**src/sv/pfg_pkg.sv**
```systemverilog
// Shared types, constants and helpers for the playfield pixel generator.
`timescale 1ns / 1ps

package pfg_pkg;

    localparam int LINE_PIXELS  = 160;
    localparam int HALF_X       = LINE_PIXELS / 2;
    localparam int HALF_COLS    = LINE_PIXELS / 8;
    localparam int PATTERN_BITS = 20;

    localparam logic [7:0] COLOUR_MASK = 8'hFE;

    localparam int TDATA_IN_W  = 16;
    localparam int TUSER_IN_W  = 3;
    localparam int TDATA_OUT_W = 32;
    localparam int MASK_W      = 16;

    typedef enum logic [2:0] {
        REQ_TICK      = 3'd0,
        REQ_PF0       = 3'd1,
        REQ_PF1       = 3'd2,
        REQ_PF2       = 3'd3,
        REQ_CTRL      = 3'd4,
        REQ_PF_COLOUR = 3'd5,
        REQ_P0_COLOUR = 3'd6,
        REQ_P1_COLOUR = 3'd7
    } req_type_t;

    typedef enum logic {
        CFG_MASK_OFF = 1'b0,
        CFG_MASK_ON  = 1'b1
    } cfg_index_t;

    // Playfield result after one beat, before the collision word is chosen.
    typedef struct packed {
        logic       pixel_on;
        logic [7:0] colour;
    } pix_result_t;

    // PF1 is displayed with its bits in reverse order.
    function automatic logic [7:0] pf1_reverse(input logic [7:0] v);
        logic [7:0] r;
        for (int i = 0; i < 8; i++)
        begin
            r[i] = v[7 - i];
        end
        return r;
    endfunction

endpackage

```
**src/sv/pfg_state.sv**
```systemverilog
// Playfield state registers and the next-result logic for one beat.
`timescale 1ns / 1ps

module pfg_state (
    input  logic                 clk,
    input  logic                 rst_n,
    input  logic                 accept,
    input  pfg_pkg::req_type_t   req_type,
    input  logic [7:0]           pixel_x,
    input  logic [7:0]           write_data,
    output pfg_pkg::pix_result_t result
);

    logic [pfg_pkg::PATTERN_BITS-1:0] pattern_reg, pattern_next;
    logic       reflect_request_reg, reflect_request_next;
    logic       reflect_latched_reg, reflect_latched_next;
    logic       score_mode_reg, score_mode_next;
    logic [7:0] field_colour_reg, field_colour_next;
    logic [7:0] player0_colour_reg, player0_colour_next;
    logic [7:0] player1_colour_reg, player1_colour_next;
    logic [7:0] last_x_reg, last_x_next;
    logic       held_pixel_reg, held_pixel_next;

    logic [5:0] col;
    logic [4:0] idx;
    logic       have;

    assign col = pixel_x[7:2];

    // Pattern bit for this column: the right half repeats or mirrors the left.
    always_comb
    begin
        have = 1'b1;
        idx  = '0;
        if (col < 6'(pfg_pkg::HALF_COLS))
        begin
            idx = col[4:0];
        end
        else if (col < 6'(2 * pfg_pkg::HALF_COLS))
        begin
            if (reflect_latched_next)
                idx = 5'(6'(2 * pfg_pkg::HALF_COLS - 1) - col);
            else
                idx = 5'(col - 6'(pfg_pkg::HALF_COLS));
        end
        else
        begin
            have = 1'b0;
        end
    end

    always_comb
    begin
        pattern_next         = pattern_reg;
        reflect_request_next = reflect_request_reg;
        reflect_latched_next = reflect_latched_reg;
        score_mode_next      = score_mode_reg;
        field_colour_next    = field_colour_reg;
        player0_colour_next  = player0_colour_reg;
        player1_colour_next  = player1_colour_reg;
        last_x_next          = last_x_reg;
        held_pixel_next      = held_pixel_reg;
        case (req_type)
            pfg_pkg::REQ_TICK:
            begin
                last_x_next = pixel_x;
                if (pixel_x == 8'd0 || pixel_x == 8'(pfg_pkg::HALF_X))
                    reflect_latched_next = reflect_request_reg;
            end
            pfg_pkg::REQ_PF0:
                pattern_next = {pattern_reg[19:4], write_data[7:4]};
            pfg_pkg::REQ_PF1:
                pattern_next = {pattern_reg[19:12], pfg_pkg::pf1_reverse(write_data),
                                pattern_reg[3:0]};
            pfg_pkg::REQ_PF2:
                pattern_next = {write_data, pattern_reg[11:0]};
            pfg_pkg::REQ_CTRL:
            begin
                reflect_request_next = write_data[0];
                score_mode_next      = (write_data[2:1] == 2'b01);
            end
            pfg_pkg::REQ_PF_COLOUR:
                field_colour_next = write_data & pfg_pkg::COLOUR_MASK;
            pfg_pkg::REQ_P0_COLOUR:
                player0_colour_next = write_data & pfg_pkg::COLOUR_MASK;
            pfg_pkg::REQ_P1_COLOUR:
                player1_colour_next = write_data & pfg_pkg::COLOUR_MASK;
            default:
                pattern_next = pattern_reg;
        endcase
        // The held pixel is only resampled on ticks at a multiple of four.
        if (req_type == pfg_pkg::REQ_TICK && pixel_x[1:0] == 2'b00)
            held_pixel_next = have && pattern_reg[idx];
    end

    always_comb
    begin
        result.pixel_on = held_pixel_next;
        if (score_mode_next)
            result.colour = (last_x_next < 8'(pfg_pkg::HALF_X)) ? player0_colour_next
                                                                 : player1_colour_next;
        else
            result.colour = field_colour_next;
    end

    always_ff @(posedge clk or negedge rst_n)
    begin
        if (!rst_n)
        begin
            pattern_reg         <= '0;
            reflect_request_reg <= 1'b0;
            reflect_latched_reg <= 1'b0;
            score_mode_reg      <= 1'b0;
            field_colour_reg    <= '0;
            player0_colour_reg  <= '0;
            player1_colour_reg  <= '0;
            last_x_reg          <= '0;
            held_pixel_reg      <= 1'b0;
        end
        else if (accept)
        begin
            pattern_reg         <= pattern_next;
            reflect_request_reg <= reflect_request_next;
            reflect_latched_reg <= reflect_latched_next;
            score_mode_reg      <= score_mode_next;
            field_colour_reg    <= field_colour_next;
            player0_colour_reg  <= player0_colour_next;
            player1_colour_reg  <= player1_colour_next;
            last_x_reg          <= last_x_next;
            held_pixel_reg      <= held_pixel_next;
        end
    end

endmodule

```
**src/sv/playfield_pixel_generator.sv**
```systemverilog
// Top level of the playfield pixel generator: stream ports, mask registers, output stage.
// Output: an accepted beat's result is registered in the output register, or in the
// one-entry skid stage if the output is stalled. Throughput: one beat per cycle while
// the output is not stalled; s_axis_tready drops only once the skid entry is full.
// Reset: all playfield state and colours clear to zero, the off mask to 0x0000 and the
// on mask to 0xFFFF; no result is pending after reset.
`timescale 1ns / 1ps

module playfield_pixel_generator (
    input  logic                            clk,
    input  logic                            rst_n,
    input  logic                            cfg_we,
    input  logic                            cfg_addr,
    input  logic [pfg_pkg::MASK_W-1:0]      cfg_wdata,
    input  logic                            s_axis_tvalid,
    output logic                            s_axis_tready,
    // [7:0] pixel_x, [15:8] write_data
    input  logic [pfg_pkg::TDATA_IN_W-1:0]  s_axis_tdata,
    // [2:0] req_type
    input  logic [pfg_pkg::TUSER_IN_W-1:0]  s_axis_tuser,
    output logic                            m_axis_tvalid,
    input  logic                            m_axis_tready,
    // [0] pixel_on, [16:1] collision_mask, [24:17] colour, [31:25] zero
    output logic [pfg_pkg::TDATA_OUT_W-1:0] m_axis_tdata
);

    localparam int RES_W = 1 + pfg_pkg::MASK_W + 8;

    logic [pfg_pkg::MASK_W-1:0] mask_off_reg;
    logic [pfg_pkg::MASK_W-1:0] mask_on_reg;

    logic                 in_fire;
    logic                 out_fire;
    pfg_pkg::pix_result_t pix;
    logic [RES_W-1:0]     res_word;

    logic             out_valid_reg, out_valid_next;
    logic             skid_valid_reg, skid_valid_next;
    logic [RES_W-1:0] out_data_reg, out_data_next;
    logic [RES_W-1:0] skid_data_reg, skid_data_next;

    assign s_axis_tready = !skid_valid_reg;
    assign in_fire       = s_axis_tvalid && s_axis_tready;
    assign out_fire      = out_valid_reg && m_axis_tready;

    pfg_state u_state (
        .clk        (clk),
        .rst_n      (rst_n),
        .accept     (in_fire),
        .req_type   (pfg_pkg::req_type_t'(s_axis_tuser[2:0])),
        .pixel_x    (s_axis_tdata[7:0]),
        .write_data (s_axis_tdata[15:8]),
        .result     (pix)
    );

    assign res_word = {pix.colour, (pix.pixel_on ? mask_on_reg : mask_off_reg), pix.pixel_on};

    always_ff @(posedge clk or negedge rst_n)
    begin
        if (!rst_n)
        begin
            mask_off_reg <= '0;
            mask_on_reg  <= '1;
        end
        else if (cfg_we)
        begin
            case (pfg_pkg::cfg_index_t'(cfg_addr))
                pfg_pkg::CFG_MASK_OFF: mask_off_reg <= cfg_wdata;
                pfg_pkg::CFG_MASK_ON:  mask_on_reg  <= cfg_wdata;
                default:               mask_off_reg <= mask_off_reg;
            endcase
        end
    end

    // The skid entry only fills when a beat arrives while the output is stalled.
    always_comb
    begin
        out_valid_next  = out_valid_reg;
        skid_valid_next = skid_valid_reg;
        out_data_next   = out_data_reg;
        skid_data_next  = skid_data_reg;
        if (out_fire)
        begin
            if (skid_valid_reg)
            begin
                out_data_next   = skid_data_reg;
                skid_valid_next = 1'b0;
            end
            else if (in_fire)
            begin
                out_data_next = res_word;
            end
            else
            begin
                out_valid_next = 1'b0;
            end
        end
        else if (in_fire)
        begin
            if (out_valid_reg)
            begin
                skid_data_next  = res_word;
                skid_valid_next = 1'b1;
            end
            else
            begin
                out_data_next  = res_word;
                out_valid_next = 1'b1;
            end
        end
    end

    always_ff @(posedge clk or negedge rst_n)
    begin
        if (!rst_n)
        begin
            out_valid_reg  <= 1'b0;
            skid_valid_reg <= 1'b0;
        end
        else
        begin
            out_valid_reg  <= out_valid_next;
            skid_valid_reg <= skid_valid_next;
        end
    end

    always_ff @(posedge clk)
    begin
        out_data_reg  <= out_data_next;
        skid_data_reg <= skid_data_next;
    end

    assign m_axis_tvalid = out_valid_reg;
    assign m_axis_tdata  = {{(pfg_pkg::TDATA_OUT_W - RES_W){1'b0}}, out_data_reg};

`ifndef SYNTHESIS
    a_skid_behind_out: assert property (@(posedge clk) disable iff (!rst_n)
        skid_valid_reg |-> out_valid_reg)
        else $error("skid entry held without a pending output beat");

    a_stall_fills_skid: assert property (@(posedge clk) disable iff (!rst_n)
        (in_fire && out_valid_reg && !m_axis_tready) |=> skid_valid_reg)
        else $error("beat accepted during a stall was not kept in the skid entry");

    a_colour_even: assert property (@(posedge clk) disable iff (!rst_n)
        m_axis_tvalid |-> !m_axis_tdata[17])
        else $error("colour output has bit 0 set");
`endif

endmodule

```
**config.mk**
```make
export PLATFORM = sky130hd
export DESIGN_NAME = playfield_pixel_generator
export DESIGN_NICKNAME = d
export VERILOG_FILES = /design/src/sv/pfg_pkg.sv /design/src/sv/pfg_state.sv /design/src/sv/playfield_pixel_generator.sv
export SDC_FILE = /design/constraint.sdc
export NUM_CORES = 1
export LEC_CHECK = 0
export BUFFER_PORTS_ARGS = -buffer_cell sky130_fd_sc_hd__buf_2
export CELL_PAD_IN_SITES_DETAIL_PLACEMENT = 1
export CELL_PAD_IN_SITES_GLOBAL_PLACEMENT = 1
export CORE_UTILIZATION = 51
export DETAILED_ROUTE_END_ITERATION = 10
export MAX_ROUTING_LAYER = met4
export PLACE_DENSITY_LB_ADDON = 0.05
export RECOVER_POWER = 25
export SLEW_MARGIN = 20
export SYNTH_ARGS = -nofsm -noshare
export SYNTH_HDL_FRONTEND = slang
export SYNTH_SLANG_ARGS = --single-unit
```
**constraint.sdc**
```tcl
create_clock -name clk -period 8.7 [get_ports clk]
set_clock_uncertainty 0.05 [all_clocks]
set_input_delay 0 -clock clk [delete_from_list [all_inputs] [get_ports clk]]
set_output_delay 0 -clock clk [all_outputs]
set_load 0.1 [all_outputs]
```
# Yosys cells after proc, flatten, opt, wreduce, memory -nomap -nowiden
# Cells that the tools add are included.
# W data, S select, Z words.
# word_totals
regBits	140
romBits	0
ramBits	0
out_inout_bits	34
latch_bits	0
mem_count	0
# classes
n_div	0
n_eq_ne	12
n_shift	0
addsub	2
n_reduce_logical	22
n_mux	31
multipliers	0
order_cmp	4
bitwise_logic	5
# op_table
cell	n
$mux W25	5
$pmux W20 S3	1
$mux W8	6
$mux W16	1
$mux W5	3
$mux W1	14
$eq A3 B3 Y1 const B	4
$reduce_and A4 Y1	3
$reduce_and A3 Y1	3
$eq A8 B7 Y1 const B	1
$logic_not A8 Y1	1
$lt A8 B7 Y1 const B	1
$reduce_and A2 Y1	4
$eq A3 B2 Y1 const B	2
$lt A5 B6 Y1 const B	1
$lt A6 B5 Y1 const B	1
$lt A6 B6 Y1 const B	1
$ne A2 B2 Y1 const B	3
$reduce_bool A2 Y1	3
$bmux W1 S5	1
$not A1 Y1	5
$sub A3 B5 Y5 const A	1
$sub A5 B5 Y5 const B	1
$logic_and A1 B1 Y1	4
6 further kinds	6

# Depth between registers and ports, before layout
# Gate-level depths: netlist of run 1.
# depth
ltp_word	15
ltp_mapped	13
mapped_depth_nobuf	10

# Hierarchy
# Synthesis of run 1 repeated with hierarchy kept, for this count alone.
# unflattened
hier_cells	476
hier_area_um2	6577.6
# modules_own_cells
module	cells_each	area_each_um2	seq_area_each_um2	instances
playfield_pixel_generator	186	3484.6	2372.3	1
pfg_state	290	3093.0	1301.2	1

# Worst setup path after synthesis of run 1
# OpenSTA, ideal clock, no wires.
# synth_timing
path_kind	input port to flip-flop
from	input s_axis_tuser[0] in the netlist's numbering
to	register skid_data_reg[10] (data pin)
stages	12
arrival_ns	3.068
path_slack_ns	5.323
cell_sequence	buf_6 or3_1 buf_2 or4_1 buf_2 a221o_1 nor4b_2 o21ai_1 a32o_2 a21oi_4 buf_4 mux2_2
# synth_between
elab_chain_len	10
elab_cells_between_ends	11
classes_between	mux (8); reduce/logical (3)
# synth_lines
item	line_no	text
start, declared	playfield_pixel_generator.sv:20	input logic [pfg_pkg::TUSER_IN_W-1:0] s_axis_tuser,
$logic_not A3 Y1 *	pfg_state.sv:63, pfg_state.sv:92	
$mux W1	pfg_state.sv:63	case (req_type)
$mux W5	pfg_state.sv:41	if (reflect_latched_next)
$mux W5	pfg_state.sv:39	else if (col < 6'(2 * pfg_pkg::HALF_COLS))
$mux W5	pfg_state.sv:35	if (col < 6'(pfg_pkg::HALF_COLS))
$bmux W1 S5	pfg_state.sv:93	held_pixel_next = have && pattern_reg[idx];
$mux W1 (implied by the code)	pfg_state.sv:93	
$logic_and A1 B1 Y1	pfg_state.sv:93	
$mux W1 *	pfg_state.sv:92	if (req_type == pfg_pkg::REQ_TICK && pixel_x[1:0] == 2'b00)
$mux W16 *	playfield_pixel_generator.sv:56	assign res_word = {pix.colour, (pix.pixel_on ? mask_on_reg : mask_off_reg), pix.pixel_on};
via res_word[10]	playfield_pixel_generator.sv:35	logic [RES_W-1:0] res_word;
end signal, assigned	playfield_pixel_generator.sv:130	skid_data_reg <= skid_data_next;
end, declared	playfield_pixel_generator.sv:40	logic [RES_W-1:0] skid_data_reg, skid_data_next;
# The timed path passes the listed nets; every way through them passes the cells marked *. The select of a mux whose other input is x is not followed.
# A chain may end at the register's enable or synchronous reset.

# Final worst setup path of run 1
# layout_timing
from	input s_axis_tdata[5] in the netlist's numbering
to	register skid_data_reg[6] (data pin)
# layout_between
elab_chain_len	12
elab_cells_between_ends	19
classes_between	add/sub (2); order compare (2); eq/ne (1); mux (11); reduce/logical (3)
# layout_lines
item	line_no	text
start, declared	playfield_pixel_generator.sv:18	input logic [pfg_pkg::TDATA_IN_W-1:0] s_axis_tdata,
$eq A8 B7 Y1 / $logic_not A8 Y1 (equally long branches)	pfg_state.sv:67	if (pixel_x == 8'd0 || pixel_x == 8'(pfg_pkg::HALF_X))
$logic_or A1 B1 Y1	pfg_state.sv:67	
$mux W1	pfg_state.sv:67	
$mux W1	pfg_state.sv:63	
$mux W5	pfg_state.sv:41	
$mux W5	pfg_state.sv:39	
$mux W5	pfg_state.sv:35	
$bmux W1 S5	pfg_state.sv:93	
$mux W1 (implied by the code)	pfg_state.sv:93	
$logic_and A1 B1 Y1 *	pfg_state.sv:93	
$mux W1 *	pfg_state.sv:92	
$mux W16 *	playfield_pixel_generator.sv:56	
via res_word[6]	playfield_pixel_generator.sv:35	
# Marks and branches as above.

==> flow_metrics.tcl, run 1 <==
set metrics [dict create \
    numCtsBuffers 17 \
    fin_util_pct 63.07 \
    synthToLayoutAreaGrowth_pct 20.72 \
    synth_seq_area_share_pct 55.72 \
    worstSetupEndpoint "skid_data_reg[6]$_DFFE_PP_" \
    synthSimpleGateAreaFrac_pct 10.40 \
    drcViolationCount 0 \
    cts_setup_buffers 0 \
    min_delay_path_depth 3 \
    holdWs_ns 0.07436 \
    io_buffers 67 \
    drt-total-wl_um 17410 \
    worstSetupPathType "input pin to flop" \
    crit_buf_inv 3 \
    die_w_um 115.7 \
    seqPwrFrac_pct 37.3 \
    switchingPower_uw 1161 \
    critPathLaunch "s_axis_tdata[5]" \
    cp.required_ns 8.80 \
    leakage_uw 0.003224 \
    drive_above_1_share_pct 33.70 \
    grt.met1_usage_pct 34.13 \
    muxShareOfSynthArea_pct 17.69 \
    synth_edf_count 50 \
    ys_ff_latch 136 \
    row_count 41 \
    h-tree-depth 4 \
    maxSlewHeadroom_pct -145.3 \
    worstRegToRegCells 7 \
    ir_drop_uv 227.6 \
    synth_area_leaders "dfrtp_1 (27%), edfxtp_1 (23%), mux2_2 (16%)" \
    finalMaxSlewViolations 69 \
    antenna_left 0 \
    slowest_stage "o31ai_1" \
    synth_top_area_share_pct 26.57 \
    hp-class "input pin to flop" \
    p_int_uw 1693 \
    p_clk_share_pct 25.4 \
    start_util_pct 52.24 \
    drt_iter0_markers 260 \
    drv_cap 1 \
    finalHoldViolations 0 \
    cp_max_fo 18 \
    synth.distinct_cells 59 \
    synth_most_common_cell "mux2_2" \
    path_clk_slew_ns 0.06 \
    ys_warn_count 0 \
    io_pins 75 \
    regToRegStartpoint "u_state.reflect_request_reg$_DFFE_PN0P_" \
    die_height_um 115.7 \
    grt_use_met3_pct 5.387 \
    final-setup-viol-count 0 \
    grt_max_degree 69 \
    outcome "complete, but fails checks" \
    max_stage_delay_ns 0.65 \
    yosys.area_share.xor_xnor_pct 0 \
    synth_top_family_by_area "multiplexers" \
    cts_hold_buf 34 \
    final_nets 672 \
    grt.total_usage_pct 28.61 \
    cts_tree "built" \
    grt_pass1_wl_um 27050 \
    synth-main-ff-cell "dfrtp_1" \
    syn_area_um2 6593 \
    vias 4750 \
    globalRoute.totalOverflow 0 \
    core_area_um2 12620 \
    gp_congestion 0.9311 \
    clk_latency_ns 0.42 \
    worst_pin_slew_ns 3.679 \
    fin_crit_ns 4.032 \
    clk_path_buf_depth 2 \
    synthTopCellsByCount "mux2_2 (92), dfrtp_1 (70), edfxtp_1 (50)" \
    path_cells "dlygate4sd3_1 > buf_2 > inv_1 > ha_1 > nand2b_1 > o31ai_1 > nor2_1 > mux2i_1 > o311ai_0 > o221a_2 > a21oi_4 > mux2_2" \
    cts_sinks 136 \
    syn_area_per_cell_um2 12.49 \
    drtPass1Iterations 5 \
    comb_power_share_pct 37.3 \
    cts_resized 0 \
    synth_compound_area_share_pct 11.98 \
    post_drt_wl_per_cell_um 21.36 \
    r2r_end "skid_data_reg[6]$_DFFE_PP_" \
    crit_family "compound AO/OA/AOI/OAI gates" \
    dpl_cell_area_um2 7041 \
    finalCritPeriodShare_pct 46.35 \
    p_per_area_nw_per_um2 358.6 \
    setup_tns_ns 0 \
    grt_pass1_vias 4932 \
    root_buffer "clkbuf_16" \
    rsz0062_at_grt "no" \
    cp-start-kind "input pin" \
    post-synth-top-area-cell "dfrtp_1" \
    synthAdderAreaFrac_pct 0.5694 \
    grtUsageMet2_pct 47.70 \
    finalPower_uw 2854 \
    ys_async_sr_fraction_pct 63.24 \
    ff2ff_setup_slack_ns 5.08 \
    fmax_mhz 248.0 \
    cp.arrival_ns 4.14 \
    top_usage_layer "met2" \
    design_area_um2 7959 \
    sw_frac_of_total_pct 40.68 \
    path_depth 12 \
    hpwl_um 11020 \
    antenna_found_initial 1 \
    synthCells 528 \
    drt-vias-per-instance 5.828 \
    violations "capacitance limit, slew limit" \
    endpoint_kind "flop" \
    dieArea_um2 13390 \
]
how the worst min path moves through the flow:
stage / from / end / slack [ns]
floorplan: rst_n / m_axis_tvalid$_DFFE_PN0P_ / -0.35
global placement: rst_n / u_state.pattern_reg[2]$_DFFE_PN0P_ / -0.16
detailed placement: rst_n / u_state.pattern_reg[2]$_DFFE_PN0P_ / -0.15
CTS: s_axis_tdata[7] / u_state.last_x_reg[7]$_DFFE_PN0P_ / 0.05
global route: s_axis_tdata[7] / u_state.last_x_reg[7]$_DFFE_PN0P_ / 0.11
finish: s_axis_tdata[7] / u_state.last_x_reg[7]$_DFFE_PN0P_ / 0.07
power by group through the flow:
| stage | clock, µW | sequential [µW] | combinational (µW) |
|---|---|---|---|
| CTS | 732 | 1060 | 1070 |
| detailed placement | 0 | 1070 | 1040 |
| global placement | 0 | 1050 | 1010 |
| global route | 758 | 1090 | 1120 |
| finish | 725 | 1060 | 1060 |
| floorplan | 0 | 1430 | 470 |
placed cells by master, fill, tap and decap left out, types with 4 or more instances in the layout:
cell / Yosys / final
nor2_1: 25 / 25
o221a_1: 9 / 9
dlygate4sd3_1: 0 / 34
o211ai_1: 4 / 4
dfrtp_1: 70 / 70
a31oi_1: 4 / 4
conb_1: 1 / 7
buf_2: 3 / 56
a21oi_1: 10 / 9
a221oi_1: 8 / 8
mux2_2: 92 / 91
nor4_1: 5 / 5
nor2b_1: 9 / 9
inv_1: 16 / 16
o221a_2: 9 / 9
nand3b_1: 4 / 4
nand2b_1: 20 / 20
nand3_1: 5 / 5
nand2_1: 34 / 34
clkbuf_16: 0 / 17
mux2i_1: 13 / 13
dfstp_2: 16 / 16
nor3_1: 7 / 6
o21ai_0: 28 / 28
clkbuf_1: 17 / 15
edfxtp_1: 50 / 50
and3_1: 4 / 4
buf_4: 8 / 5
through the flow:
step / setup slack [ns] / cells
2_1_floorplan: 5.323 / 534
3_3_place_gp: 4.958 / 747
3_5_place_dp: 4.832 / 747
4_1_cts: 4.729 / 813
5_1_grt: 3.790 / 814
6_report: 4.668 / 815
final cells by class:
class                      count  area [µm²]
sequential                   136        3674
antenna                        2       5.005
tap                          172       215.2
inverter                      16       60.06
clock inverter                12       151.4
multi-input combinational    350        2714
timing repair buffer         107       703.2
clock buffer                  20       436.7
fill                        1307        4661
cell families after synthesis:
family / count (synthesis)
flip-flops: 136
AO/OA/AOI/OAI: 104
multiplexers: 105
adder cells (fa/ha/maj): 3
buffers and inverters: 48
AND/OR/NAND/NOR: 131
other: 1
worst min-delay path: stages:
cell and delay [ns]:
buf_2 0.20, inv_1 0.17, o21ai_0 0.11
per-layer routing:
| metal | part of all wire, % | vias up |
|---|---|---|
| li1 | - | 2172 |
| met1 | 43 | 2435 |
| met2 | 52 | 118 |
| met3 | 3.4 | 25 |
| met4 | 1.8 | 0 |
| met5 | 0 | - |
(Power assumes the default switching activity.)
==> run 2, diff against run 1 <==
Settings changed: ABC_AREA set to 1, CORE_UTILIZATION 51 to 45.
Clock period 8.7 ns to 4.1 ns, I/O delays scaled along.
==> flow_metrics.tcl, run 2 <==
set metrics [dict create \
    outcome "complete, but fails checks" \
    violations "capacitance limit, slew limit" \
    antenna_found_initial 0 \
    synth_seq_area_share_pct 55.47 \
    fin_util_pct 56.08 \
    die_height_um 123.3 \
    drive_above_1_share_pct 17.39 \
    cp.arrival_ns 2.80 \
    drt-total-wl_um 17170 \
    synth_top_area_share_pct 26.45 \
    antenna_left 0 \
    p_clk_share_pct 24.5 \
    die_w_um 123.3 \
    dieArea_um2 15210 \
    synthTopCellsByCount "nand2_1 (210), inv_1 (95), o21ai_0 (86)" \
    clk_latency_ns 0.42 \
    switchingPower_uw 2583 \
    io_buffers 67 \
    fmax_mhz 372.9 \
    final-setup-viol-count 0 \
    placed_cells 978 \
    seqPwrFrac_pct 36.5 \
    hpwl_um 11330 \
    drcViolationCount 0 \
    cts_resized 0 \
    h-tree-depth 4 \
    setup_tns_ns 0 \
    finalMaxSlewViolations 34 \
    sw_frac_of_total_pct 43.73 \
    core_area_um2 14100 \
    synth-main-ff-cell "dfrtp_1" \
    worstSetupPathType "input pin to flop" \
    grt_pass1_vias 5698 \
    post-synth-top-area-cell "dfrtp_1" \
    maxSlewHeadroom_pct -43.22 \
    path_clk_slew_ns 0.06 \
    synth_area_leaders "dfrtp_1 (26%), edfxtp_1 (23%), nand2_1 (12%)" \
    root_buffer "clkbuf_16" \
    cts_setup_buffers 0 \
    design_area_um2 7905 \
    finalNonFillerCells 1037 \
    drt-vias-per-instance 5.134 \
    synth_edf_count 50 \
    leakage_uw 0.003711 \
    syn_area_per_cell_um2 8.818 \
    row_count 43 \
    rsz0062_at_grt "no" \
    dpl_cell_area_um2 7091 \
    synth_most_common_cell "nand2_1" \
    finalCritPeriodShare_pct 65.41 \
    io_pins 75 \
    ys_ff_latch 136 \
    cp_max_fo 18 \
    min_delay_path_depth 4 \
    ys_async_sr_fraction_pct 63.24 \
    vias 5324 \
    cp.required_ns 4.22 \
    gp_congestion 0.8357 \
    cts_hold_buf 27 \
    drtPass1Iterations 5 \
    hp-class "input pin to flop" \
    ir_drop_uv 942.0 \
    start_util_pct 46.98 \
    synthCells 751 \
    synth.distinct_cells 34 \
    cts_sinks 136 \
    worstRegToRegCells 17 \
    grt.total_usage_pct 25.34 \
    synthToLayoutAreaGrowth_pct 19.37 \
    drt_iter0_markers 314 \
    final_common_cell "nand2_1" \
    comb_power_share_pct 39.0 \
    endpoint_kind "flop" \
    globalRoute.totalOverflow 0 \
    fin_crit_ns 2.682 \
    syn_area_um2 6623 \
    worst_pin_slew_ns 2.148 \
    cts_tree "built" \
    diodes 0 \
    grt_max_degree 55 \
    cp-start-kind "input pin" \
    final_nets 888 \
    p_int_uw 3324 \
    ys_warn_count 0 \
    final_cell_mix "nand2_1 (209), inv_1 (95), o21ai_0 (86)" \
    grt_pass1_wl_um 28100 \
    drv_cap 1 \
    numCtsBuffers 17 \
    p_per_area_nw_per_um2 747.3 \
    post_drt_wl_per_cell_um 16.56 \
    finalHoldViolations 0 \
    clk_path_buf_depth 2 \
]
-- run 2: cell types whose count changed in the layout (fill, tap and decap cells not counted), sizes merged, moves of 8 or more --
cell / change
mux2i: -13
nor2: +13
nand3: +57
o211ai: +11
and2: +15
nor2b: -9
mux2: -92
o221a: -18
inv: +84
a221oi: -8
o21ai: +57
nand2: +194
nand2b: -20
a21oi: +8
-- run 2: path summary, 6_finish.rpt --
check	start	end	slack, ns
hold reg to reg	u_state.reflect_request_reg$_DFFE_PN0P_	u_state.reflect_request_reg$_DFFE_PN0P_	0.44
min in group asynchronous	rst_n	u_state.reflect_latched_reg$_DFFE_PN0P_	0.69
setup / recovery	s_axis_tuser[2]	skid_data_reg[7]$_DFFE_PP_	1.42
setup reg to reg	u_state.reflect_request_reg$_DFFE_PN0P_	skid_data_reg[7]$_DFFE_PP_	1.56
max in group asynchronous	rst_n	u_state.pattern_reg[1]$_DFFE_PN0P_	1.66
hold / removal	s_axis_tuser[0]	u_state.reflect_request_reg$_DFFE_PN0P_	0.03
-- run 2: through the flow --
stage               hold slack, ns  total power [µW]  setup slack (ns)
finish                     0.02817              5907             1.418
global placement          -0.06089              4368             1.385
detailed placement        -0.05736              4467             1.270
CTS                       0.006509              5964             1.424
global route               0.04938              6222             1.185
floorplan                  -0.3456              3956            0.7950
-- run 2: power groups by stage --
stage / clock [µW] / combinational, µW / sequential [µW]
final: 1450 / 2300 / 2160
after global routing: 1510 / 2510 / 2200
after CTS: 1470 / 2330 / 2160
after detailed placement: 0 / 2290 / 2180
after global placement: 0 / 2220 / 2150
after floorplan: 0 / 993 / 2960
-- run 2: kinds of logic (layout without fill, tap and decap cells) --
| family | count (synthesis) | after routing | synth area share (%) |
|---|---|---|---|
| AND/OR/NAND/NOR | 352 | 352 | 25.17 |
| AO/OA/AOI/OAI | 126 | 126 | 10.43 |
| buffers and inverters | 133 | 233 | 8.313 |
| adder cells (fa/ha/maj) | 3 | 3 | 0.5668 |
| flip-flops | 136 | 136 | 55.47 |
| other | 1 | 7 | 0.05662 |
-- run 2: final cells by class --
type	count	area, µm²
repair buffers	100	635.6
fillers	1705	6191
clock buffers	21	460.4
flip-flops and latches	136	3674
clock inverters	11	98.84
well taps	180	225.2
inverters	101	379.1
multi-input cells	488	2432
-- run 2: per-layer routing --
| metal | wire, µm | vias up | track usage (%) | share of wire [%] |
|---|---|---|---|---|
| met1 | 7823 | 2576 | 31.64 | 46 |
| met3 | 525 | 33 | 4.566 | 3.1 |
| met5 | 0 | - | - | 0 |
| met4 | 444 | 0 | 10.99 | 2.6 |
| li1 | - | 2605 | - | - |
| met2 | 8380 | 110 | 40.43 | 49 |
-- run 2: critical path, stage by stage --
cell,delay [ns]
dlygate4sd3_1,0.53
buf_2,0.17
inv_1,0.10
nand2_4,0.10
nor2_8,0.13
nand3_4,0.13
nand2_2,0.12
nand2_1,0.05
nand2_1,0.07
nand2_1,0.05
nand2_1,0.07
nand2_1,0.09
clkinv_1,0.08
nand3_1,0.08
nand2_1,0.06
nand2_1,0.07
nor2_4,0.10
nand2_4,0.16
nand2_4,0.30
nand2_1,0.12
and2_1,0.18
==> run 3, diff against run 2 <==
Settings changed: ABC_AREA 1 to 0, CORE_UTILIZATION 45 to 48.
Clock period 4.1 ns to 2.7 ns, I/O delays scaled along.
==> flow_metrics.tcl, run 3 (same netlist as run 1, synthesis figures left out) <==
set metrics [dict create \
    io_pins 75 \
    cp_common_cell "or4_4" \
    numCtsBuffers 17 \
    grt_max_degree 48 \
    gp_congestion 0.8769 \
    path_cells "or4_4 > or4_4 > a32oi_4 > buf_4 > o311ai_1 > o221a_2 > a211o_1 > buf_12 > o221a_4" \
    vias 5224 \
    core_area_um2 13300 \
    post_drt_wl_per_cell_um 23.66 \
    fmax_mhz 317.2 \
    ir_drop_uv 1006 \
    endpoint_kind "flop" \
    drtPass1Iterations 5 \
    finalCritPeriodShare_pct 116.8 \
    die_height_um 119.2 \
    clk_path_buf_depth 2 \
    p_int_uw 5930 \
    cp-start-kind "flop" \
    io_buffers 67 \
    drv_cap 0 \
    grt_pass1_wl_um 32490 \
    rsz0062_at_grt "yes" \
    switchingPower_uw 4064 \
    maxSlewHeadroom_pct 14.20 \
    finalMaxSlewViolations 0 \
    fill_cells 1320 \
    seqPwrFrac_pct 34.4 \
    outcome "complete, but fails checks" \
    finalNonFillerCells 882 \
    sw_frac_of_total_pct 40.66 \
    row_count 42 \
    slowest_stage "or4_4" \
    hpwl_um 12020 \
    diodes 0 \
    p_per_area_nw_per_um2 1142 \
    drt-vias-per-instance 5.923 \
    h-tree-depth 4 \
    root_buffer "clkbuf_16" \
    cp.arrival_ns 3.27 \
    antenna_left 0 \
    drt_iter0_markers 342 \
    holdWs_ns 0.009680 \
    finalPower_uw 9993 \
    layout_setup_ws_ns -0.4523 \
    grt_pass1_vias 5793 \
    worstSetupPathType "flop to flop" \
    finalHoldViolations 0 \
    drive_above_1_share_pct 44.33 \
    cts_sinks 136 \
    final_common_cell "mux2_2" \
    fin_crit_ns 3.152 \
    synthToLayoutAreaGrowth_pct 32.74 \
    final-setup-viol-count 35 \
    cp.required_ns 2.82 \
    violations "setup timing" \
    worst_pin_slew_ns 1.287 \
    clk_latency_ns 0.43 \
    cp_max_fo 17 \
    globalRoute.totalOverflow 0 \
    leakage_uw 0.003744 \
    drt-total-wl_um 20870 \
    drcViolationCount 0 \
    max_stage_delay_ns 0.47 \
    grt.total_usage_pct 31.52 \
    antenna_found_initial 0 \
    cts_tree "built" \
    p_clk_share_pct 25.5 \
    final_cell_mix "mux2_2 (76), dfrtp_1 (70), buf_4 (68)" \
    comb_power_share_pct 40.1 \
    fin_util_pct 65.82 \
    placed_cells 818 \
    die_w_um 119.2 \
    final_nets 737 \
    hp-class "input pin to flop" \
    dieArea_um2 14210 \
    dp_slack_ns -0.5265 \
    path_clk_slew_ns 0.06 \
    start_util_pct 49.59 \
]
## run 3: power by group through the flow
| stage | clock network [µW] | logic [µW] | registers [µW] |
|---|---|---|---|
| floorplan | 0 | 1600 | 4610 |
| global placement | 0 | 3660 | 3370 |
| detailed placement | 0 | 3760 | 3420 |
| CTS | 2530 | 3970 | 3390 |
| global route | 2640 | 4190 | 3510 |
| finish | 2550 | 4010 | 3440 |
## run 3: final cells by class
type,count,area (µm²),area share (%)
clock buffers,22,518.0,5.919
clock inverters,10,127.6,1.458
inverters,16,60.06,0.6863
multi-input cells,350,2885,32.97
flip-flops and latches,136,3674,41.98
well taps,176,220.2,2.516
repair buffers,172,1266,14.47
## run 3: final timing paths
path,to,cells past startpoint,slack [ns],from
worst max-delay path,out_data_reg[7]$_DFFE_PP_,9,-0.45,u_state.reflect_request_reg$_DFFE_PN0P_
min in group asynchronous,u_state.pattern_reg[0]$_DFFE_PN0P_,2,0.33,rst_n
worst min-delay path,u_state.last_x_reg[5]$_DFFE_PN0P_,4,0.01,s_axis_tdata[5]
worst max register to register,out_data_reg[7]$_DFFE_PP_,9,-0.45,u_state.reflect_request_reg$_DFFE_PN0P_
worst min register to register,u_state.pattern_reg[10]$_DFFE_PN0P_,2,0.43,u_state.pattern_reg[10]$_DFFE_PN0P_
max in group asynchronous,mask_on_reg[6]$_DFFE_PN1P_,3,1.20,rst_n
## run 3: stage by stage
step | setup TNS [ns] | area (µm²)
floorplan | -17.06 | 6725
global placement | -15.69 | 7702
detailed placement | -17.13 | 7702
CTS | -12.40 | 8771
global route | -15.80 | 8751
finish | -13.63 | 8751
## run 3: what timing repair did
action | CTS | global route
cloned | 2 | 0
gates resized for setup | 14 | 18
pin swaps | 6 | 2
setup buffers | 5 | 1
setup endpoints to repair | 35 | 43
endpoints found under the hold margin | 122 | 0
hold buffers | 28 | 0
## run 3: worst max-delay path: cells and delay by family, from the launching register on
family | cells | cell delay, ns
compound gates | 5 | 1.22
buf+inv | 2 | 0.34
flops | 1 | 0.40
simple gates | 2 | 0.89
## run 3: per-layer routing
metal | vias to the layer above | share of wire [%] | global-route usage, % | wire, µm
met5 | - | 0 | - | 0
met4 | 0 | 2.8 | 12.90 | 588
met3 | 55 | 4.8 | 5.172 | 999
met2 | 189 | 51 | 52.07 | 10740
met1 | 2681 | 41 | 38.56 | 8535
li1 | 2299 | - | - | -
